$ cat src/hw/rtl/tdsp_pkg.sv
// Shared constants, codes and the operation record for the descriptor size parser.
package tdsp_pkg;

  localparam int QDEPTH = 4;
  localparam int QPTR_W = 2;
  localparam int QCNT_W = 3;

  localparam int ADD_W  = 37;
  localparam int DIM_W  = 31;
  localparam int SIZE_W = 63;

  localparam logic [SIZE_W-1:0] MAX_BYTES = '1;

  // input item function codes
  localparam logic [1:0] FN_CHAR   = 2'd0;
  localparam logic [1:0] FN_DIM    = 2'd1;
  localparam logic [1:0] FN_FINISH = 2'd2;
  localparam logic [1:0] FN_NONE   = 2'd3;

  // result status codes
  localparam logic [1:0] ST_OK       = 2'd0;
  localparam logic [1:0] ST_INVALID  = 2'd1;
  localparam logic [1:0] ST_OVERFLOW = 2'd2;

  // one queued operation for the accumulator
  typedef struct packed {
    logic             add_en;
    logic [ADD_W-1:0] add_val;
    logic             mul_en;
    logic [DIM_W-1:0] dim;
    logic             emit;
    logic             invalid;
    logic             zero_res;
  } op_t;

endpackage

$ cat src/hw/rtl/tdsp_fifo.sv
// Short operation queue between the parser and the accumulator.
module tdsp_fifo
  import tdsp_pkg::*;
(
  input  logic clk,
  input  logic rst_n,
  input  logic push,
  input  op_t  wdata,
  input  logic pop,
  output op_t  head,
  output logic full,
  output logic empty
);

  op_t               mem [QDEPTH];
  logic [QPTR_W-1:0] wr_ptr_r, wr_ptr_nxt;
  logic [QPTR_W-1:0] rd_ptr_r, rd_ptr_nxt;
  logic [QCNT_W-1:0] count_r, count_nxt;

  assign full  = (count_r == QCNT_W'(QDEPTH));
  assign empty = (count_r == '0);
  assign head  = mem[rd_ptr_r];

  always_comb begin
    wr_ptr_nxt = push ? wr_ptr_r + QPTR_W'(1) : wr_ptr_r;
    rd_ptr_nxt = pop  ? rd_ptr_r + QPTR_W'(1) : rd_ptr_r;
    count_nxt  = count_r;
    if (push && !pop) count_nxt = count_r + QCNT_W'(1);
    else if (pop && !push) count_nxt = count_r - QCNT_W'(1);
  end

  always_ff @(posedge clk) begin
    if (push) mem[wr_ptr_r] <= wdata;
  end

  always_ff @(posedge clk) begin
    if (!rst_n) begin
      wr_ptr_r <= '0;
      rd_ptr_r <= '0;
      count_r  <= '0;
    end else begin
      wr_ptr_r <= wr_ptr_nxt;
      rd_ptr_r <= rd_ptr_nxt;
      count_r  <= count_nxt;
    end
  end

  a_no_push_full: assert property (@(posedge clk) disable iff (!rst_n) push |-> !full)
    else $error("queue written while full");
  a_no_pop_empty: assert property (@(posedge clk) disable iff (!rst_n) pop |-> !empty)
    else $error("queue read while empty");
  a_count_range: assert property (@(posedge clk) disable iff (!rst_n)
    count_r <= QCNT_W'(QDEPTH))
    else $error("queue count out of range");

endmodule

$ cat config.mk
export PLATFORM = sky130hd
export DESIGN_NAME = tdsp_fifo
export DESIGN_NICKNAME = d
export VERILOG_FILES = /design/src/hw/rtl/tdsp_pkg.sv /design/src/hw/rtl/tdsp_fifo.sv
export SDC_FILE = /design/constraint.sdc
export NUM_CORES = 1
export LEC_CHECK = 0
export BUFFER_PORTS_ARGS = -buffer_cell sky130_fd_sc_hd__buf_2
export CAP_MARGIN = 25
export CORE_MARGIN = 3
export CORE_UTILIZATION = 51
export CTS_CLUSTER_DIAMETER = 40
export CTS_CLUSTER_SIZE = 14
export DETAILED_ROUTE_END_ITERATION = 10
export MAX_ROUTING_LAYER = met4
export PLACE_DENSITY_LB_ADDON = 0.2
export SLEW_MARGIN = 5
export SYNTH_ARGS = -nofsm -noshare
export SYNTH_HDL_FRONTEND = slang
export SYNTH_SLANG_ARGS = --single-unit
$ cat constraint.sdc
create_clock -name clk -period 5.8 [get_ports clk]
set_input_delay 0.58 -clock clk [delete_from_list [all_inputs] [get_ports clk]]
set_output_delay 0.58 -clock clk [all_outputs]
set_load 0.03 [all_outputs]
**After elaboration in Yosys (flattened, before gate mapping)**

Memory sizes are Yosys's and may differ from the RTL's. A register that Yosys moved wholly into a read port is not among the register bits.
Cells that the tools add are included.

- Memories kept: 1
- Bits in writable memories: 292
- Output and inout bits: 75
- Flip-flop bits (word level): 7
- Input port bits: 77

Memory list:

| memory | words | bits a word | rd ports | clocked after memory_dff | wr ports | RTL line | text |
|---|---|---|---|---|---|---|---|
| mem | 4 | 73 | 1 | 1 | 1 | tdsp_fifo.sv:15 | `op_t mem [QDEPTH];` |

- Add/subtract/negate cells: 4
- Multiplexer cells: 6
- Equal/unequal tests: 1
- Reductions and logical operators: 6

Operators with widths:

| kind | count |
|---|---|
| $mux 3 | 2 |
| $add 2x1->2 const B | 2 |
| $mux 2 | 2 |
| $add 3x1->3 const B | 1 |
| $eq 3x3->1 const B | 1 |
| $logic_not 3->1 | 1 |
| $sub 3x1->3 const B | 1 |
| $logic_and 1x1->1 | 2 |
| $logic_not 1->1 | 2 |
| $mux 1 | 2 |
| $reduce_bool 2->1 | 1 |

**Logic depth before layout (Yosys ltp)**

- Depth in word-level cells: 4
- Depth in mapped cells: 7
- Gate-level depth less buffers: 7

**Worst setup path before layout**

Ideal clock, no wire load.

- Path kind: input-to-reg
- Start: input push
- End: memory mem[0][0] (netlist name) (enable)
- Slack: 3.074 ns
- Required time: 5.361 ns
- Path buffers: 0
- Library setup time: 0.439 ns
- Arrival time: 2.287 ns
- Stages: 1
- Cells stage by stage: and2_1

- Word-level cells in the longest chain between the ends: 2

RTL lines:

| item | RTL line | text |
|---|---|---|
| start: declaration | tdsp_fifo.sv:7 | `input logic push,` |
| $mux 1 | tdsp_fifo.sv:33 | `if (push) mem[wr_ptr_r] <= wdata;` |
| $mux 1 (implied by the code) | tdsp_fifo.sv:33 |  |
| end: declaration | tdsp_fifo.sv:15 |  |

Every way passes these cells.

==> flow_summary.toml <==
[outcome]
outcome = "complete, no violations"

[yosys]
synthArstFlopShare_pct = 0
ys_seq_area_share_pct = 80.96
synth_fp_nets = 507
synth_edf_count = 292
synthCells = 424
synth.distinct_cells = 22
avgSynthCellArea_sq_um = 26.07
synth-seq-cells = 301
synth-warning-count = 0
syn-cell-area_sq_um = 11050
ys.flop_type = "edfxtp_1"

[cells_and_area]
area_growth_pct = 19.88
drive_gt1_share_pct = 46.50
nFillCells = 1479
multi_input_area_sq_um = 1908
fin_nets = 686
regArea_sq_um = 8956

[critical_path]
arrival_ns = 2.40
crit_fanout = 25
cpPeakStageDelay_ns = 0.60
reg2reg_slack_ns = 3.69
slowest_stage = "dfxtp_4"
crit_path_end = "head[2]"
path_cells = "buf_4, mux4_2, buf_2"
worstSetupStartpointType = "flip-flop"
r2r_start = "wr_ptr_r[0]"
critical_path_class = "flip-flop to primary output"
timing.rr.end = "mem[0][13]"
required_ns = 5.22
reg2reg_depth = 4
cp-end-kind = "primary output"

[die]
start_util_pct = 52.25
num_rows = 53
dieWidth_um = 153.2
fp.dieH_um = 153.2
dieArea_sq_um = 23470
num_io_pins = 152
core_area_sq_um = 21150

[clock_tree]
cts_htree_levels = 2
cts_tree = "yes"
clock-root-buffer = "clkbuf_16"
clkLatencyLatePin_ns = 0.49
ctsResizeCount = 0
cts_hold_buf = 0
clkTransAtPathRegs_ns = 0.05
cts_setup_buffers = 0
cts_sinks = 301
cts_inserted_buffers = 35
clockBufferDepth = 3

[sta]
drv_slew = 0
tightest_slew_ns = 0.6958
fmax_mhz = 335.6
skew_ns = 0.006805
finalHoldViolCount = 0
finalCritPeriodShare_pct = 51.38
tns_ns = 0
rsz0062_at_grt = "no"
period_needed_ns = 2.980
setup_violations = 0
max_slew_margin_pct = 53.61
hold_ws_ns = 0.3018

[power_and_ir_drop]
p_int_mw = 4.053
switching_share_pct = 23.02
p_seq_share_pct = 48.2
clkPwrFrac_pct = 41.1
ir_worst_vdd_mv = 0.2395
switching_power_mw = 1.212
leakagePower_nw = 4.503
p_comb_share_pct = 10.7
power_density_nw_per_um2 = 397.4

[routing]
post-route-drc-count = 0
drtIter0Drc = 289
top_layer_used = "met4"
vias_per_cell = 5.412
wl_mm = 19.23
wl_met3_mm = 1.020
first_pass_iters = 4
ant_nets = 0
wl_met2_mm = 9.945
wire_per_inst_um = 21.23
wl_met1_mm = 7.810
vias = 4903

[global_route]
grt_max_degree = 51
grt_usage_pct = 17.27
first_global_vias = 5329
antenna_found_initial = 3
grt_overflow = 0
grt_pass1_wl_mm = 30.33

[flow_run]
drv_cap = 0

[placed_design]
port_buffers = 151
gp_congestion = 0.6896
dp_hpwl_mm = 11.27

[hold_path]
min_path_type = "primary input to flip-flop"
## worst min-delay path by stage
stage / slack [ns] / start / cells after the start / endpoint
after global placement: 0.49 / count_r[2] / 2 / count_r[2]
after detailed placement: 0.52 / count_r[2] / 2 / count_r[2]
final: 0.30 / wdata[48] / 1 / mem[0][48]
after global routing: 0.29 / wdata[22] / 1 / mem[2][22]
after CTS: 0.28 / wdata[54] / 1 / mem[3][54]
after floorplan: 0.47 / count_r[2] / 2 / count_r[2]
## cells in the final DEF (no fill, tap or decap)
cell and count:
ha_1 5, and2_1 5, dfxtp_1 7, edfxtp_1 292
clkinvlp_4 5, o21ai_0 1, dfxtp_4 2, xnor2_1 2
mux4_2 72, and2_4 4, nor3_1 1, mux2i_1 2
buf_2 151, fa_1 1, clkinv_2 6, nor3b_1 1
buf_4 5, clkbuf_16 37, or3_1 1, mux4_1 1
inv_1 4, clkinv_1 4, buf_16 2, diode_2 3
bufinv_16 4, inv_6 2, clkbuf_1 2, nand2_1 1
a21boi_0 1, clkinv_4 2, nor2b_1 2, xor2_1 3
## final cells by class
type                       count  area share, %
inverter                       4         0.1133
tap                          275          2.597
sequential                   301          67.59
timing repair buffer         158          6.402
antenna                        3        0.05666
multi-input combinational    103          14.40
clock buffer                  39          7.044
clock inverter                23          1.794
## flip-flops by register name, indices dropped and copies added, names as in the netlist, named ones only
name	cells
wr_ptr_r	2
mem	292
rd_ptr_r	2
count_r	3
## power groups by stage
| stage | sequential [mW] | clock, mW | combinational [mW] |
|---|---|---|---|
| after global placement | 2.61 | 0 | 0.536 |
| after floorplan | 2.57 | 0 | 0.422 |
| final | 2.54 | 2.16 | 0.564 |
| after global routing | 2.55 | 2.31 | 0.603 |
| after CTS | 2.55 | 2.21 | 0.561 |
| after detailed placement | 2.60 | 0 | 0.559 |
## per-layer routing
metal	vias up	global-route usage [%]
met5	-	-
met4	0	5.261
li1	2181	-
met3	36	4.049
met1	2557	22.48
met2	129	27.63
## synthesized netlist by cell type (2+ instances only)
library cell,number,area share [%]
ha_1,5,0.57
nor2b_1,2,0.11
xor2_1,3,0.24
mux4_2,72,15
buf_2,7,0.32
and2_1,9,0.51
mux2i_1,2,0.18
edfxtp_1,292,79
dfxtp_1,9,1.6
buf_12,7,1.3
inv_1,4,0.14
xnor2_1,2,0.16
## worst max-delay path, delay by kind of cell (launching register included)
family   cells  cell delay (ns)
buf+inv      2             0.71
flops        1             0.60
mux          1             0.58
## kinds of logic after synthesis
kind of cell    synth area share (%)
flops                          80.96
mux                            15.09
simple gates                  0.8263
buf+inv                        1.868
compound gates                0.1132
fa+ha+maj                     0.7471
xor+xnor                      0.3963
## through the flow
step	area, sq um	instances	setup slack, ns	power, mW	util, %
CTS	13220	902	2.160	5.327	62.47
global route	13250	906	2.619	5.460	62.64
finish	13250	906	2.820	5.265	62.64
floorplan	11050	424	3.074	2.989	-
detailed placement	12040	840	2.705	3.158	56.94
global placement	12020	839	2.707	3.141	56.80
No activity file was read; power rests on OpenSTA's default activity.
