File: config.mk
export PLATFORM = sky130hd
export DESIGN_NAME = tdsp_front
export DESIGN_NICKNAME = d
export VERILOG_FILES = /design/src/hw/rtl/tdsp_pkg.sv /design/src/hw/rtl/tdsp_front.sv
export SDC_FILE = /design/constraint.sdc
export NUM_CORES = 1
export LEC_CHECK = 0
export ABC_AREA = 1
export BUFFER_PORTS_ARGS = -buffer_cell sky130_fd_sc_hd__clkbuf_2
export CORE_ASPECT_RATIO = 0.5
export CORE_MARGIN = 10
export CORE_UTILIZATION = 50
export CTS_CLUSTER_DIAMETER = 40
export DETAILED_ROUTE_END_ITERATION = 10
export PLACE_DENSITY = 0.74
export SYNTH_ARGS = -nofsm -noshare
export SYNTH_HDL_FRONTEND = slang
export SYNTH_SLANG_ARGS = --single-unit
File: constraint.sdc
create_clock -name clk -period 15.3 [get_ports clk]
set_clock_uncertainty 0.15 [all_clocks]
set_input_delay 1.53 -clock clk [delete_from_list [all_inputs] [get_ports clk]]
set_output_delay 1.53 -clock clk [all_outputs]
set_load 0.02 [all_outputs]
File: src/hw/rtl/tdsp_pkg.sv
// Shared constants, codes and the operation record for the descriptor size parser.
package tdsp_pkg;

  localparam int QDEPTH = 4;
  localparam int QPTR_W = 2;
  localparam int QCNT_W = 3;

  localparam int ADD_W  = 37;
  localparam int DIM_W  = 31;
  localparam int SIZE_W = 63;

  localparam logic [SIZE_W-1:0] MAX_BYTES = '1;

  // input item function codes
  localparam logic [1:0] FN_CHAR   = 2'd0;
  localparam logic [1:0] FN_DIM    = 2'd1;
  localparam logic [1:0] FN_FINISH = 2'd2;
  localparam logic [1:0] FN_NONE   = 2'd3;

  // result status codes
  localparam logic [1:0] ST_OK       = 2'd0;
  localparam logic [1:0] ST_INVALID  = 2'd1;
  localparam logic [1:0] ST_OVERFLOW = 2'd2;

  // one queued operation for the accumulator
  typedef struct packed {
    logic             add_en;
    logic [ADD_W-1:0] add_val;
    logic             mul_en;
    logic [DIM_W-1:0] dim;
    logic             emit;
    logic             invalid;
    logic             zero_res;
  } op_t;

endpackage

File: src/hw/rtl/tdsp_front.sv
// Descriptor character parser: classifies beats and queues accumulator operations.
module tdsp_front
  import tdsp_pkg::*;
(
  input  logic             clk,
  input  logic             rst_n,
  input  logic             in_valid,
  output logic             in_stall,
  input  logic [1:0]       in_func,
  input  logic [7:0]       in_type_char,
  input  logic [DIM_W-1:0] in_dim_value,
  input  logic             in_last_dim,
  input  logic             cfg_valid,
  output logic             cfg_ready,
  input  logic [3:0]       cfg_long_bytes,
  input  logic             q_full,
  output logic             q_push,
  output op_t              q_wdata
);

  typedef enum logic [5:0] {
    PH_CODE1   = 6'b000001,
    PH_CODE2   = 6'b000010,
    PH_SEP     = 6'b000100,
    PH_DIGITS  = 6'b001000,
    PH_AFTERBR = 6'b010000,
    PH_DONE    = 6'b100000
  } phase_t;

  localparam logic [7:0] CH_NUL   = 8'h00;
  localparam logic [7:0] CH_LA    = 8'h61;
  localparam logic [7:0] CH_LZ    = 8'h7A;
  localparam logic [7:0] CASE_GAP = 8'h20;
  localparam logic [7:0] CH_I     = 8'h49;
  localparam logic [7:0] CH_U     = 8'h55;
  localparam logic [7:0] CH_R     = 8'h52;
  localparam logic [7:0] CH_X     = 8'h58;
  localparam logic [7:0] CH_B     = 8'h42;
  localparam logic [7:0] CH_C     = 8'h43;
  localparam logic [7:0] CH_M     = 8'h4D;
  localparam logic [7:0] CH_T     = 8'h54;
  localparam logic [7:0] CH_0     = 8'h30;
  localparam logic [7:0] CH_1     = 8'h31;
  localparam logic [7:0] CH_4     = 8'h34;
  localparam logic [7:0] CH_8     = 8'h38;
  localparam logic [7:0] CH_9     = 8'h39;
  localparam logic [7:0] CH_LBR   = 8'h5B;
  localparam logic [7:0] CH_RBR   = 8'h5D;
  localparam logic [7:0] CH_COMMA = 8'h2C;

  localparam logic [3:0] LONG_RESET = 4'd8;

  // bit 5: code known, bits 4:0: element size
  function automatic logic [5:0] code_size(input logic [7:0] a, input logic [7:0] b,
                                           input logic [3:0] lb);
    logic [5:0] r;
    r = '0;
    if ((a == CH_I || a == CH_U) && b == CH_4)      r = {1'b1, 5'd4};
    else if ((a == CH_I || a == CH_U) && b == CH_8) r = {1'b1, 1'b0, lb};
    else if (a == CH_R && b == CH_4)                r = {1'b1, 5'd4};
    else if (a == CH_R && b == CH_8)                r = {1'b1, 5'd8};
    else if (a == CH_X && b == CH_4)                r = {1'b1, 5'd8};
    else if (a == CH_X && b == CH_8)                r = {1'b1, 5'd16};
    else if ((a == CH_B || a == CH_C) && b == CH_1) r = {1'b1, 5'd1};
    return r;
  endfunction

  phase_t      phase_r, phase_nxt, ph_s;
  logic [7:0]  first_r, first_nxt, first_s;
  logic        start_r, start_nxt, start_s;
  logic [4:0]  esize_r, esize_nxt, esize_s;
  logic [31:0] bcount_r, bcount_nxt, bc_s;
  logic        mt_r, mt_nxt, mt_s;
  logic        inv_r, inv_nxt, inv_s;
  logic [3:0]  long_bytes_r, long_bytes_nxt;

  logic             accept;
  logic [7:0]       c;
  logic [5:0]       cs;
  logic [35:0]      bc_tmp;
  logic [ADD_W-1:0] br_prod;
  logic             add_en_s;
  logic [ADD_W-1:0] add_val_s;
  logic             do_clear;

  assign accept    = in_valid && !in_stall;
  assign in_stall  = q_full;
  assign cfg_ready = 1'b1;

  assign cs      = code_size(first_r, c, long_bytes_r);
  assign bc_tmp  = ({4'b0, bcount_r} << 3) + ({4'b0, bcount_r} << 1) + {32'b0, c[3:0]};
  assign br_prod = ADD_W'(esize_r) * ADD_W'(bcount_r);

  // one character step; a dimension beat feeds the end-of-string character
  always_comb begin
    c = (in_func == FN_DIM) ? CH_NUL : in_type_char;
    if (c >= CH_LA && c <= CH_LZ) c = c - CASE_GAP;
    ph_s      = phase_r;
    first_s   = first_r;
    start_s   = start_r;
    esize_s   = esize_r;
    bc_s      = bcount_r;
    mt_s      = mt_r;
    inv_s     = inv_r;
    add_en_s  = 1'b0;
    add_val_s = '0;
    unique case (phase_r)
      PH_CODE1: begin
        if (c == CH_NUL) begin
          ph_s = PH_DONE;
        end else begin
          first_s = c;
          ph_s    = PH_CODE2;
        end
      end
      PH_CODE2: begin
        if (first_r == CH_M && c == CH_T) begin
          if (start_r) begin
            mt_s    = 1'b1;
            esize_s = '0;
            ph_s    = PH_SEP;
          end else begin
            inv_s = 1'b1;
            ph_s  = PH_DONE;
          end
        end else if (!cs[5]) begin
          inv_s = 1'b1;
          ph_s  = PH_DONE;
        end else begin
          esize_s = cs[4:0];
          ph_s    = PH_SEP;
        end
        start_s = 1'b0;
      end
      PH_SEP: begin
        if (mt_r) begin
          if (c == CH_NUL) begin
            ph_s = PH_DONE;
          end else begin
            inv_s = 1'b1;
            ph_s  = PH_DONE;
          end
        end else if (c == CH_NUL) begin
          add_en_s  = 1'b1;
          add_val_s = ADD_W'(esize_r);
          ph_s      = PH_DONE;
        end else if (c == CH_LBR) begin
          bc_s = '0;
          ph_s = PH_DIGITS;
        end else if (c == CH_COMMA) begin
          add_en_s  = 1'b1;
          add_val_s = ADD_W'(esize_r);
          ph_s      = PH_CODE1;
        end else begin
          inv_s = 1'b1;
          ph_s  = PH_DONE;
        end
      end
      PH_DIGITS: begin
        if (c >= CH_0 && c <= CH_9) begin
          bc_s = (bc_tmp[35:32] != 4'b0) ? '1 : bc_tmp[31:0];
        end else if (c == CH_RBR) begin
          ph_s = PH_AFTERBR;
        end else begin
          inv_s = 1'b1;
          ph_s  = PH_DONE;
        end
      end
      PH_AFTERBR: begin
        add_en_s  = 1'b1;
        add_val_s = br_prod;
        if (c == CH_COMMA) begin
          ph_s = PH_CODE1;
        end else if (c == CH_NUL) begin
          ph_s = PH_DONE;
        end else begin
          first_s = c;
          ph_s    = PH_CODE2;
        end
      end
      PH_DONE: begin
      end
      default: begin
      end
    endcase
  end

  always_comb begin
    phase_nxt      = phase_r;
    first_nxt      = first_r;
    start_nxt      = start_r;
    esize_nxt      = esize_r;
    bcount_nxt     = bcount_r;
    mt_nxt         = mt_r;
    inv_nxt        = inv_r;
    long_bytes_nxt = cfg_valid ? cfg_long_bytes : long_bytes_r;
    do_clear       = 1'b0;
    q_push         = 1'b0;
    q_wdata        = '0;
    if (accept) begin
      unique case (in_func)
        FN_CHAR, FN_DIM: begin
          phase_nxt  = ph_s;
          first_nxt  = first_s;
          start_nxt  = start_s;
          esize_nxt  = esize_s;
          bcount_nxt = bc_s;
          mt_nxt     = mt_s;
          inv_nxt    = inv_s;
          q_wdata.add_en  = add_en_s;
          q_wdata.add_val = add_val_s;
          q_wdata.invalid = inv_s;
          if (in_func == FN_DIM) begin
            q_push         = 1'b1;
            q_wdata.mul_en = 1'b1;
            q_wdata.dim    = in_dim_value;
            q_wdata.emit   = in_last_dim;
            do_clear       = in_last_dim;
          end else begin
            q_push = add_en_s;
          end
        end
        FN_FINISH: begin
          q_push           = 1'b1;
          q_wdata.emit     = 1'b1;
          q_wdata.zero_res = 1'b1;
          do_clear         = 1'b1;
        end
        FN_NONE: begin
        end
      endcase
    end
    if (do_clear) begin
      phase_nxt  = PH_CODE1;
      first_nxt  = '0;
      start_nxt  = 1'b1;
      esize_nxt  = '0;
      bcount_nxt = '0;
      mt_nxt     = 1'b0;
      inv_nxt    = 1'b0;
    end
  end

  always_ff @(posedge clk) begin
    if (!rst_n) begin
      phase_r      <= PH_CODE1;
      first_r      <= '0;
      start_r      <= 1'b1;
      esize_r      <= '0;
      bcount_r     <= '0;
      mt_r         <= 1'b0;
      inv_r        <= 1'b0;
      long_bytes_r <= LONG_RESET;
    end else begin
      phase_r      <= phase_nxt;
      first_r      <= first_nxt;
      start_r      <= start_nxt;
      esize_r      <= esize_nxt;
      bcount_r     <= bcount_nxt;
      mt_r         <= mt_nxt;
      inv_r        <= inv_nxt;
      long_bytes_r <= long_bytes_nxt;
    end
  end

endmodule

# After elaboration in Yosys (flattened, before gate mapping)
# Index checks and enable logic that the tools add are counted.
# Widths: inputs -> output; s select.
op_classes:
  n_addsub: 3
  multipliers: 1
  order_cmp: 4
  n_eq_ne: 28
  n_mux: 66
  bitwise_logic: 1
  n_reduce_logical: 30
op_table:
  columns: ["cell", "n"]
  rows:
  - ["$mux 32", 5]
  - ["$mux 6", 18]
  - ["$eq 8x7->1 const B", 10]
  - ["$pmux 37 s2", 1]
  - ["$mux 73", 1]
  - ["$mux 70", 1]
  - ["$pmux 32 s2", 1]
  - ["$mul 5x32->37", 1]
  - ["$add 35x33->36", 1]
  - ["$add 36x4->36", 1]
  - ["$mux 5", 7]
  - ["$mux 33", 1]
  - ["$eq 8x6->1 const B", 4]
  - ["$mux 8", 4]
  - ["$pmux 6 s5", 1]
  - ["$mux 1", 20]
  - ["$pmux 8 s2", 1]
  - ["$ne 2x2->1 const B", 7]
  - ["$logic_and 1x1->1", 11]
  - ["$reduce_and 5->1", 2]
  - ["$ge 8x6->1 const B", 1]
  - ["$ge 8x7->1 const B", 1]
  - ["$le 8x6->1 const B", 1]
  - ["$le 8x7->1 const B", 1]
  - ["other kinds (23)", 31]
word_totals:
  ff_bits: 58
  in_bits: 51
  elab_cells: 141

# Logic depth before layout (Yosys ltp)
# Gate-level depths: netlist (run 1).
depth:
  word_depth: 19
  depth_mapped: 25
  mapped_depth_nobuf: 23

# Worst setup path after synthesis (run 1)
# OpenSTA, ideal clock, no wires.
synth_path:
  path_type: "flip-flop to output port"
  from: "register esize_r[2]"
  to: "output q_wdata[67] (netlist bit)"
  t_arrival_ps: 4619
  required_ps: 13620
  slack_ps: 9001
  stages_incl_launch_ff: 26
  path_buffers: 2
  cell_sequence: "dfxtp_1 clkbuf_1 clkbuf_1 nand2_1 inv_1 fa_1 fa_1 inv_1 fa_1 inv_1 ha_1 a21oi_1 a21oi_1 nor2_1 inv_1 nand2_1 nand2_1 a21boi_0 o21ai_0 a21boi_0 o21ai_0 nand2_1 nand2_1 nand2_1 nand2_1 nor2_1"
synth_lines:
  columns: ["item", "line_no", "source"]
  rows:
  - ["from (decl)", "tdsp_front.sv:71", "logic [4:0] esize_r, esize_nxt, esize_s;"]
  - ["from (signal assigned)", "tdsp_front.sv:258", "esize_r <= esize_nxt;"]
  - ["to (decl)", "tdsp_front.sv:18", "output op_t q_wdata"]

==> qor.log, run 1 <==
INFO  status         run_status=completed
INFO  logic_synthesis synth_fp_nets=1990
INFO  worst_hold_path min-delay-path-class=reg -> reg
INFO  floorplan      ios=127
INFO  detailed_routing viasPerCell=5.12
INFO  logic_synthesis avgSynthCellArea=6.40um^2
INFO  layout         multi_input_comb_area=0.00829mm^2
INFO  global_routing antenna_violations_before_repair=0
INFO  timing         hold_violations=0
INFO  global_routing grt_start_max_net_pins=37
INFO  critical_path  worst_ep_required_time=13.62ns
INFO  place          dp.final_hpwl=24700um
INFO  floorplan      die_h=126um
INFO  global_routing globalRoute.busiestLayer=met1
INFO  detailed_routing drt_iter0_drc=1011
INFO  critical_path  maximum_net_fanout_on_the_critical_path=32
INFO  timing         slew-limit-headroom=0.388
INFO  layout         num-fill-cells=2213
INFO  logic_synthesis synthDominantCellAreaShare=0.165
INFO  critical_path  worstReg2RegStart=bcount_r[0]
INFO  clocking       postCtsSetupBuffers=0
INFO  critical_path  cp_slowest_stage_delay=0.55ns
INFO  clocking       cts_tree=yes
INFO  clocking       cts.sinks=58
INFO  detailed_routing drt_pass1_iterations=6
INFO  global_routing grt.met2_usage=0.304
INFO  global_routing grt_remaining_overflow=0
INFO  power          total_power=0.000389W
INFO  logic_synthesis synth_enable_flop_cells=0
INFO  layout         regArea=0.00116mm^2
INFO  detailed_routing routed_wire_length_per_instance=14.0um
INFO  logic_synthesis synth_top_cells_by_count=sky130_fd_sc_hd__nand2_1, sky130_fd_sc_hd__inv_1, sky130_fd_sc_hd__nor2_1
INFO  logic_synthesis yosys.area.top_type=sky130_fd_sc_hd__fa_1
INFO  floorplan      initial_utilization=0.511
INFO  logic_synthesis synth-seq-area-share=0.104
INFO  timing         setup_viol=0
INFO  critical_path  critical_path.endpoint=q_wdata[68]
INFO  job            max_cap_viol_count=0
INFO  logic_synthesis netlist_top_cells_area=sky130_fd_sc_hd__fa_1, sky130_fd_sc_hd__nand2_1, sky130_fd_sc_hd__inv_1, sky130_fd_sc_hd__ha_1, sky130_fd_sc_hd__dfxtp_1
INFO  critical_path  rrSetupSlack=11.03ns
INFO  clocking       clkTransAtPathRegs=0.06ns
INFO  critical_path  r2r.worst_path.cells=16
INFO  floorplan      row_count=38
INFO  logic_synthesis async_flop_share=0
INFO  logic_synthesis ys_seq_elements=58
INFO  power          power.ir.vdd_worst=0.0000521V
INFO  critical_path  cpMaxStageDelayCell=sky130_fd_sc_hd__fa_1
INFO  timing         finalSetupTns=0ns
INFO  clocking       ctsRootBufferMaster=sky130_fd_sc_hd__clkbuf_16
INFO  logic_synthesis yosys.cell_count.top_type=sky130_fd_sc_hd__nand2_1
INFO  layout         area.growth.synth_to_final=10.3%
INFO  power          leakage=7.23nW
INFO  global_routing met3_usage=0.0372
INFO  detailed_routing drc=0
INFO  place          numPortBuffers=125
INFO  critical_path  crit_path_start=esize_r[4]
INFO  clocking       worst_skew_pair.late_latency=0.34ns
INFO  critical_path  worstPathCellList=buf_4 > nand2_1 > fa_1 > fa_1 > fa_1 > inv_1 > ha_1 > inv_1 > o21ai_0 > nand3_1 > nand2_1 > a21oi_1 > o21ai_0 > nand2_1 > o211ai_1 > a21oi_1 > o21ai_0 > nand2_1 > nand2_1 > nor2_1 > nor2_1 > clkbuf_2
INFO  critical_path  worstSetupPathType=reg -> out
INFO  critical_path  timing.critical_path.arrival=5.36ns
INFO  critical_path  regToRegEndpoint=bcount_r[31]
INFO  layout         final_net_count=2090
INFO  place          gp_routability_congestion=0.967
INFO  timing         timing_max_transition_violations_final=0
INFO  timing         min_period_over_period=0.460
INFO  floorplan      chipWidth=231um
INFO  floorplan      core-area=0.0218mm^2
INFO  logic_synthesis syn-cell-area=0.0111mm^2
INFO  logic_synthesis postSynth.topFlopCell=sky130_fd_sc_hd__dfxtp_1
INFO  logic_synthesis yosys_warnings=0
INFO  power          pwr_density_cell=31.7mW/mm^2
INFO  timing         fmaxAchievable=0.142GHz
INFO  clocking       clock_path_buffers=2
INFO  logic_synthesis yosysUniqueCellTypes=49
INFO  critical_path  startpoint_class=flop
INFO  clocking       postCtsResizedCells=0
INFO  clocking       htree_levels=3
INFO  critical_path  crit_top_cell=sky130_fd_sc_hd__nand2_1
INFO  detailed_routing num_vias=11000
INFO  global_routing use_met1=0.305
INFO  critical_path  worst_setup_path_end_kind=primary output
INFO  clocking       cts-buffers-inserted=9
INFO  timing         unrepaired_setup_endpoints_after_global_routing=false
INFO  clocking       hold_buffers=0
INFO  global_routing grt_first_pass_wirelength=50800um
INFO  timing         slew_at_the_pin_with_the_worst_max_slew_slack=0.918ns
INFO  detailed_routing ant_nets=0
INFO  layout         post_route_cells_drive_above_1_share=0.124
INFO  timing         timing.final.crit_period=7.04ns
INFO  detailed_routing postRouteWirelength=29900um
INFO  global_routing first_global_vias=10500
INFO  global_routing globalRouteTotalUtil=0.206
INFO  logic_synthesis gate_count_of_the_mapped_netlist=1739
INFO  layout         n_antenna_cell=0
INFO  floorplan      die-area=0.0290mm^2
logic make-up after synthesis:
kind of cell,count (synthesis),synth area share
compound gates,301,0.159
xor+xnor,28,0.0220
fa+ha+maj,200,0.287
buf+inv,439,0.152
flops,58,0.104
other cells,1,0.000337
simple gates,712,0.276
cell type report:
class,count,share of cell area
multi-input cells,1242,0.675
inverters,390,0.119
flip-flops and latches,58,0.0945
repair buffers,138,0.0589
well taps,300,0.0305
clock buffers,12,0.0201
clock inverters,4,0.00224
registers in the layout (all words and copies together), names as in the netlist:
name,count
bcount_r,32
esize_r,5
first_r,8
inv_r,1
long_bytes_r,4
mt_r,1
phase_r,6
start_r,1
critical path, delay by kind of cell (launching register included):
family          cells  cell delay (ns)
fa+ha+maj           4             1.98
flops               1             0.34
compound gates      6             1.32
buf+inv             4             0.62
simple gates        8             0.76
power breakdown:
part,switching (W),total [W],leakage (nW),internal [W]
Clock,0.0000752,0.000189,0.125,0.000114
Sequential,0.00000191,0.000156,0.469,0.000154
Combinational,0.0000301,0.0000448,6.63,0.0000146
how the worst min path moves through the flow:
stage / end / from / cells after the start / slack (ns)
after global routing: start_r / start_r / 2 / 0.33
after global placement: start_r / start_r / 2 / 0.28
after CTS: start_r / start_r / 2 / 0.30
after floorplan: start_r / start_r / 2 / 0.27
after detailed placement: start_r / start_r / 2 / 0.29
final: start_r / start_r / 2 / 0.30
layout by cell type (no fill, tap or decap), types with 10 or more instances in the layout:
cell type,instances
sky130_fd_sc_hd__nand4_1,21
sky130_fd_sc_hd__a21o_1,10
sky130_fd_sc_hd__o21ai_0,74
sky130_fd_sc_hd__nand2_1,407
sky130_fd_sc_hd__nand3_1,72
sky130_fd_sc_hd__nor3_1,17
sky130_fd_sc_hd__ha_1,108
sky130_fd_sc_hd__buf_4,13
sky130_fd_sc_hd__clkbuf_2,125
sky130_fd_sc_hd__xnor2_1,15
sky130_fd_sc_hd__a21oi_2,22
sky130_fd_sc_hd__inv_1,383
sky130_fd_sc_hd__nor2_1,140
sky130_fd_sc_hd__dfxtp_1,58
sky130_fd_sc_hd__fa_1,92
sky130_fd_sc_hd__a21oi_1,131
sky130_fd_sc_hd__nand2_2,27
sky130_fd_sc_hd__xor2_1,13
sky130_fd_sc_hd__o21a_1,20
sky130_fd_sc_hd__a31oi_1,13
per-stage QoR:
stage / util / setup slack, ns / area (um^2) / hold WS (ns) / instances
4_1_cts: 0.564 / 8.26 / 12300 / 0.304 / 2144
3_5_place_dp: 0.552 / 8.64 / 12000 / 0.291 / 2128
6_report: 0.564 / 8.26 / 12300 / 0.301 / 2144
2_1_floorplan: - / 9.00 / 11100 / 0.269 / 1739
5_1_grt: 0.564 / 7.75 / 12300 / 0.326 / 2144
3_3_place_gp: 0.552 / 8.75 / 12000 / 0.278 / 2128
per-layer routing:
metal,vias up,wire [um]
li1,5626,-
met5,-,0
met1,4944,15600
met3,20,2190
met2,379,11800
met4,0,263
Power figures use the tool's default switching activity.
==> run 2, diff against run 1 <==
==> constraint.sdc (replaced) <==
create_clock -name clk -period 7 [get_ports clk]
set_clock_uncertainty 0.15 [all_clocks]
set_input_delay 0.7 -clock clk [delete_from_list [all_inputs] [get_ports clk]]
set_output_delay 0.7 -clock clk [all_outputs]
set_load 0.02 [all_outputs]
==> qor.log, run 2 (same netlist as run 1, synthesis figures left out) <==
INFO  critical_path  cpMaxStageDelayCell=sky130_fd_sc_hd__dfxtp_1
INFO  global_routing globalRouteTotalUtil=0.202
INFO  place          placed_area=0.0120mm^2
INFO  critical_path  worstReg2RegStart=bcount_r[0]
INFO  clocking       postCtsSetupBuffers=0
INFO  timing         hold_violations=0
INFO  power          power.share.switching=0.252
INFO  layout         regArea=0.00116mm^2
INFO  layout         post_route_cells_drive_above_1_share=0.122
INFO  detailed_routing postRouteWirelength=29500um
INFO  critical_path  startpoint_class=flop
INFO  power          intPower=0.000677W
INFO  layout         top_register=bcount_r
INFO  layout         layout_commonest_cell=sky130_fd_sc_hd__nand2_1
INFO  clocking       worst_skew_pair.late_latency=0.34ns
INFO  critical_path  cp_num_buf_inv=7
INFO  clocking       cts.sinks=58
INFO  global_routing first_global_vias=10300
INFO  detailed_routing num_vias=11000
INFO  critical_path  worstPathCellList=buf_4 > nand2_1 > inv_1 > fa_1 > fa_1 > inv_1 > fa_1 > inv_1 > ha_1 > nand2_1 > nor2_1 > inv_1 > nor3_1 > inv_1 > nor4_1 > nand2_1 > o211ai_1 > a21oi_1 > o21ai_0 > nand2_1 > nand2_1 > nor2_1 > nor2_1 > clkbuf_2
INFO  detailed_routing routed_wire_length_per_instance=13.8um
INFO  detailed_routing drt_pass1_iterations=5
INFO  global_routing grt_first_pass_wirelength=49700um
INFO  critical_path  path_delay_family=adder cells
INFO  layout         top_regs=bcount_r: 32 flops, first_r: 8 flops, phase_r: 6 flops
INFO  critical_path  cp_slowest_stage_delay=0.60ns
INFO  floorplan      die-area=0.0290mm^2
INFO  timing         min_period_over_period=0.892
INFO  clocking       postCtsResizedCells=0
INFO  global_routing globalRoute.busiestLayer=met2
INFO  floorplan      initial_utilization=0.511
INFO  critical_path  worst_ep_required_time=6.15ns
INFO  power          power.share.clock=0.517
INFO  detailed_routing viasPerCell=5.13
INFO  timing         timing_max_transition_violations_final=0
INFO  global_routing grt.met2_usage=0.298
INFO  layout         num-fill-cells=2194
INFO  layout         multi_input_comb_area=0.00829mm^2
INFO  place          numPortBuffers=125
INFO  layout         largest_register_ff_count=32
INFO  detailed_routing drt_iter0_drc=1055
INFO  power          seq_power_share=0.376
INFO  timing         worst_slack=0.759ns
INFO  critical_path  maximum_net_fanout_on_the_critical_path=21
INFO  clocking       clkTransAtPathRegs=0.05ns
INFO  global_routing use_met1=0.295
INFO  clocking       htree_levels=3
INFO  timing         setup_viol=0
INFO  critical_path  regToRegEndpoint=bcount_r[27]
INFO  power          combPwrFrac=0.107
INFO  clocking       cts_tree=yes
INFO  power          leakage=7.25nW
INFO  floorplan      core-area=0.0218mm^2
INFO  critical_path  critical_path.endpoint=q_wdata[68]
INFO  critical_path  rrSetupSlack=2.84ns
INFO  clocking       cts-buffers-inserted=9
INFO  global_routing grt_start_max_net_pins=37
INFO  clocking       hold_buffers=0
INFO  floorplan      chipWidth=231um
INFO  critical_path  worstSetupPathType=reg -> out
INFO  floorplan      row_count=38
INFO  place          dp.final_hpwl=24400um
INFO  power          switchingPower=0.000228W
INFO  layout         area.growth.synth_to_final=10.5%
INFO  detailed_routing drc=0
INFO  power          power.ir.vdd_worst=0.000106V
INFO  worst_hold_path depth_of_the_worst_hold_timing_path=2
INFO  global_routing met3_usage=0.0460
INFO  job            max_cap_viol_count=0
INFO  place          gp_routability_congestion=0.915
INFO  detailed_routing ant_nets=0
INFO  timing         fmaxAchievable=0.160GHz
INFO  critical_path  crit_path_start=esize_r[2]
INFO  timing         slew-limit-headroom=0.337
INFO  critical_path  worst_setup_path_end_kind=primary output
INFO  global_routing grt_remaining_overflow=0
INFO  layout         most-common-layout-cells=sky130_fd_sc_hd__nand2_1, sky130_fd_sc_hd__inv_1, sky130_fd_sc_hd__nor2_1, sky130_fd_sc_hd__a21oi_1, sky130_fd_sc_hd__clkbuf_2
INFO  layout         n_antenna_cell=0
INFO  power          pwr_density_cell=73.5mW/mm^2
INFO  timing         unrepaired_setup_endpoints_after_global_routing=false
INFO  clocking       clock_path_buffers=2
INFO  floorplan      die_h=126um
INFO  floorplan      ios=127
INFO  critical_path  path_depth=24
INFO  timing         finalSetupTns=0ns
INFO  critical_path  timing.critical_path.arrival=5.39ns
INFO  clocking       ctsRootBufferMaster=sky130_fd_sc_hd__clkbuf_16
INFO  worst_hold_path min-delay-path-class=reg -> reg
INFO  layout         final_net_count=2089
INFO  status         run_status=completed
INFO  timing         slew_at_the_pin_with_the_worst_max_slew_slack=0.991ns
INFO  global_routing antenna_violations_before_repair=0
INFO  layout         post_layout_inst_area=0.0123mm^2
INFO  timing         timing.final.crit_period=6.24ns
INFO  critical_path  r2r.worst_path.cells=16
INFO  place          detailedPlace.worstSlack=1.21ns
run 2: cell types whose count changed in the layout (fill, tap and decap cells not counted):
cell	previous run	this run
sky130_fd_sc_hd__clkbuf_8	1	0
sky130_fd_sc_hd__clkinvlp_4	3	0
sky130_fd_sc_hd__buf_4	13	12
sky130_fd_sc_hd__clkbuf_1	2	3
sky130_fd_sc_hd__bufinv_16	0	2
run 2: per-stage QoR:
| step | cells | hold WS, ns | utilization | total power, W |
|---|---|---|---|---|
| floorplan | 1739 | 0.269 | - | 0.000411 |
| global placement | 2127 | 0.279 | 0.551 | 0.000443 |
| detailed placement | 2127 | 0.295 | 0.551 | 0.000444 |
| CTS | 2142 | 0.307 | 0.565 | 0.000913 |
| global route | 2142 | 0.332 | 0.565 | 0.000937 |
| finish | 2142 | 0.314 | 0.565 | 0.000905 |
run 2: power groups by stage:
stage / logic, W / clock network (W) / registers [W]
finish: 0.0000970 / 0.000467 / 0.000340
global route: 0.000109 / 0.000488 / 0.000341
CTS: 0.0000971 / 0.000476 / 0.000340
detailed placement: 0.0000969 / 0 / 0.000347
global placement: 0.0000957 / 0 / 0.000347
floorplan: 0.0000657 / 0 / 0.000346
run 2: worst min-delay path by stage:
stage,start,endpoint
2_1_floorplan,start_r,start_r
3_3_place_gp,start_r,start_r
3_5_place_dp,start_r,start_r
4_1_cts,start_r,start_r
5_1_grt,start_r,start_r
6_report,start_r,start_r
run 2: per-layer routing:
metal	routed length, um	up-vias
met5	0	-
met4	248	0
met3	2400	23
met2	11700	392
met1	15100	4938
li1	-	5646
run 2: worst min-delay path, delay by kind of cell, from the launching register on:
family | cells | cell delay [ns]
and+or+nand+nor | 2 | 0.11
DFF | 1 | 0.31
run 2: cell type report:
type                            instances  share of cell area
Clock inverter                          3             0.00529
Sequential cell                        58              0.0943
Multi-Input combinational cell       1242               0.674
Timing Repair Buffer                  137              0.0582
Inverter                              390               0.119
Tap cell                              300              0.0305
Clock buffer                           12              0.0192
==> run 3, diff against run 2 <==
--- a/config.mk
+++ b/config.mk
@@ -5,7 +5,7 @@
 export SDC_FILE = /design/constraint.sdc
 export NUM_CORES = 1
 export LEC_CHECK = 0
-export ABC_AREA = 1
+export ABC_AREA = 0
 export BUFFER_PORTS_ARGS = -buffer_cell sky130_fd_sc_hd__clkbuf_2
 export CORE_ASPECT_RATIO = 0.5
 export CORE_MARGIN = 10
==> qor.log, run 3 <==
INFO  layout         top_register=bcount_r
INFO  clocking       cts.sinks=58
INFO  power          power.ir.vdd_worst=0.000135V
INFO  logic_synthesis gate_count_of_the_mapped_netlist=1346
INFO  logic_synthesis synthDominantCellAreaShare=0.179
INFO  layout         most-common-layout-cells=sky130_fd_sc_hd__nand2_1, sky130_fd_sc_hd__inv_1, sky130_fd_sc_hd__and2_1, sky130_fd_sc_hd__clkbuf_2, sky130_fd_sc_hd__ha_1
INFO  layout         post_layout_inst_area=0.0114mm^2
INFO  floorplan      die_h=121um
INFO  clocking       clkTransAtPathRegs=0.05ns
INFO  power          leakage=5.95nW
INFO  critical_path  maximum_net_fanout_on_the_critical_path=30
INFO  critical_path  worst_ep_required_time=6.15ns
INFO  logic_synthesis yosys_warnings=0
INFO  logic_synthesis ys_seq_elements=58
INFO  floorplan      row_count=36
INFO  worst_hold_path min-delay-path-class=reg -> reg
INFO  global_routing grt_start_max_net_pins=38
INFO  floorplan      core-area=0.0198mm^2
INFO  detailed_routing postRouteWirelength=27400um
INFO  global_routing globalRouteTotalUtil=0.199
INFO  layout         largest_register_ff_count=32
INFO  logic_synthesis synth_top_cells_by_count=sky130_fd_sc_hd__nand2_1, sky130_fd_sc_hd__inv_1, sky130_fd_sc_hd__and2_1
INFO  global_routing first_global_vias=9706
INFO  logic_synthesis avgSynthCellArea=7.64um^2
INFO  global_routing grt_remaining_overflow=0
INFO  critical_path  rrSetupSlack=2.81ns
INFO  logic_synthesis netlist_top_cells_area=sky130_fd_sc_hd__fa_1, sky130_fd_sc_hd__ha_1, sky130_fd_sc_hd__dfxtp_1, sky130_fd_sc_hd__and2_1, sky130_fd_sc_hd__nand2_1
INFO  critical_path  worstSetupPathType=reg -> out
INFO  clocking       cts-buffers-inserted=9
INFO  place          numPortBuffers=125
INFO  timing         finalSetupTns=0ns
INFO  detailed_routing ant_nets=0
INFO  layout         area.growth.synth_to_final=11.3%
INFO  detailed_routing num_vias=9555
INFO  logic_synthesis synth_fp_nets=1597
INFO  layout         layout_commonest_cell=sky130_fd_sc_hd__nand2_1
INFO  timing         hold_violations=0
INFO  layout         top_regs=bcount_r: 32 flops, first_r: 8 flops, phase_r: 6 flops
INFO  floorplan      initial_utilization=0.519
INFO  place          placed_area=0.0111mm^2
INFO  critical_path  timing.critical_path.arrival=5.71ns
INFO  layout         post_route_cells_drive_above_1_share=0.125
INFO  clocking       hold_buffers=0
INFO  logic_synthesis async_flop_share=0
INFO  timing         slew_at_the_pin_with_the_worst_max_slew_slack=1.10ns
INFO  global_routing antenna_violations_before_repair=0
INFO  critical_path  regToRegEndpoint=bcount_r[30]
INFO  critical_path  crit_path_start=esize_r[2]
INFO  logic_synthesis postSynth.topFlopCell=sky130_fd_sc_hd__dfxtp_1
INFO  floorplan      die-area=0.0270mm^2
INFO  detailed_routing routed_wire_length_per_instance=16.0um
INFO  worst_hold_path depth_of_the_worst_hold_timing_path=2
INFO  timing         timing.final.crit_period=6.56ns
INFO  timing         min_period_over_period=0.937
INFO  clocking       htree_levels=3
INFO  clocking       postCtsSetupBuffers=0
INFO  floorplan      chipWidth=223um
INFO  timing         fmaxAchievable=0.152GHz
INFO  logic_synthesis yosys.cell_count.top_type=sky130_fd_sc_hd__nand2_1
INFO  clocking       cts_tree=yes
INFO  layout         final_net_count=1691
INFO  clocking       postCtsResizedCells=0
INFO  clocking       clock_path_buffers=2
INFO  detailed_routing drc=0
INFO  logic_synthesis yosysUniqueCellTypes=77
INFO  critical_path  r2r.worst_path.cells=15
INFO  logic_synthesis synth-seq-area-share=0.113
INFO  logic_synthesis yosys.area.top_type=sky130_fd_sc_hd__fa_1
INFO  clocking       ctsRootBufferMaster=sky130_fd_sc_hd__clkbuf_16
INFO  timing         unrepaired_setup_endpoints_after_global_routing=false
INFO  clocking       worst_skew_pair.late_latency=0.32ns
INFO  job            max_cap_viol_count=0
INFO  logic_synthesis syn-cell-area=0.0103mm^2
INFO  timing         setup_viol=0
INFO  critical_path  worstReg2RegStart=bcount_r[0]
INFO  detailed_routing drt_iter0_drc=668
INFO  place          dp.final_hpwl=22200um
INFO  critical_path  critical_path.endpoint=q_wdata[61]
INFO  timing         slew-limit-headroom=0.266
INFO  detailed_routing drt_pass1_iterations=5
INFO  critical_path  worst_setup_path_end_kind=primary output
INFO  place          gp_routability_congestion=0.934
INFO  logic_synthesis synth_enable_flop_cells=0
INFO  power          pwr_density_cell=81.2mW/mm^2
INFO  global_routing grt_first_pass_wirelength=46000um
INFO  layout         n_antenna_cell=0
INFO  floorplan      ios=127
INFO  timing         timing_max_transition_violations_final=0
INFO  status         run_status=completed
INFO  detailed_routing viasPerCell=5.58
INFO  critical_path  startpoint_class=flop
run 3: cell count changes in the layout (fill, tap and decap cells not counted), moves of 36 or more:
| cell | previous run | this run |
|---|---|---|
| sky130_fd_sc_hd__and2_1 | 0 | 125 |
| sky130_fd_sc_hd__nand2_1 | 407 | 180 |
| sky130_fd_sc_hd__nor2_1 | 140 | 82 |
| sky130_fd_sc_hd__inv_1 | 383 | 149 |
| sky130_fd_sc_hd__nand3_1 | 72 | 13 |
| sky130_fd_sc_hd__a21oi_1 | 131 | 86 |
| sky130_fd_sc_hd__and3_1 | 0 | 36 |
run 3: cell families (layout without fill, tap and decap cells):
| kind of cell | Yosys count | in the layout | share of synthesized area |
|---|---|---|---|
| other | 1 | 1 | 0.000365 |
| DFF | 58 | 58 | 0.113 |
| xor gates and xnor gates | 51 | 51 | 0.0434 |
| muxes | 8 | 8 | 0.00803 |
| buffers and inverters | 203 | 302 | 0.0787 |
| and+or+nand+nor | 548 | 548 | 0.272 |
| adders and majority gates | 200 | 200 | 0.311 |
| AOI/OAI and AO/OA | 277 | 277 | 0.174 |
run 3: per-layer routing:
metal / wire length [um] / GRT usage / vias up
met5: 0 / 0 / -
met1: 12900 / 0.262 / 4464
met4: 391 / 0.0436 / 0
met3: 2090 / 0.0387 / 31
met2: 12000 / 0.331 / 352
li1: - / - / 4708
run 3: worst min path at each step:
stage                from          to  slack (ns)
6_report       first_r[6]  first_r[6]        0.31
5_1_grt        first_r[6]  first_r[6]        0.35
4_1_cts        first_r[6]  first_r[6]        0.31
3_5_place_dp   first_r[6]  first_r[6]        0.31
3_3_place_gp   first_r[6]  first_r[6]        0.30
2_1_floorplan  first_r[6]  first_r[6]        0.29
run 3: report_power, final:
| part | total [W] | switching [W] | internal (W) |
|---|---|---|---|
| Clock | 0.000517 | 0.000152 | 0.000365 |
| Sequential | 0.000337 | 0.00000301 | 0.000334 |
| Combinational | 0.0000750 | 0.0000471 | 0.0000279 |
| Total | 0.000929 | 0.000202 | 0.000727 |
run 3: through the flow:
step	std cells	worst slack [ns]	hold WS, ns	util	total power (W)
final	1711	0.441	0.311	0.577	0.000929
after global routing	1711	0.0346	0.348	0.577	0.000958
after CTS	1711	0.416	0.314	0.577	0.000933
after detailed placement	1695	0.779	0.305	0.559	0.000418
after global placement	1695	0.905	0.298	0.559	0.000415
after floorplan	1346	1.53	0.286	-	0.000389
run 3: cell type report:
class | count | area (um^2)
Multi-Input combinational cell | 1085 | 8320
Fill cell | 1811 | 8380
Sequential cell | 58 | 1160
Timing Repair Buffer | 137 | 716
Clock buffer | 11 | 253
Inverter | 149 | 559
Tap cell | 266 | 333
Clock inverter | 5 | 100
run 3: critical path, cell delays in order, from the launching register on:
cell                        delay [ns]
sky130_fd_sc_hd__dfxtp_1          0.37
sky130_fd_sc_hd__buf_4            0.29
sky130_fd_sc_hd__and2_1           0.19
sky130_fd_sc_hd__fa_1             0.45
sky130_fd_sc_hd__fa_1             0.54
sky130_fd_sc_hd__inv_1            0.05
sky130_fd_sc_hd__fa_1             0.52
sky130_fd_sc_hd__inv_1            0.05
sky130_fd_sc_hd__ha_1             0.33
sky130_fd_sc_hd__o21ai_0          0.16
sky130_fd_sc_hd__a21oi_1          0.07
sky130_fd_sc_hd__o21ai_0          0.29
sky130_fd_sc_hd__a21oi_1          0.16
sky130_fd_sc_hd__nand3b_1         0.25
sky130_fd_sc_hd__a31oi_1          0.42
sky130_fd_sc_hd__o21ai_0          0.17
sky130_fd_sc_hd__a2111oi_1        0.50
sky130_fd_sc_hd__o311ai_0         0.22
sky130_fd_sc_hd__o41ai_1          0.11
sky130_fd_sc_hd__clkbuf_2         0.23
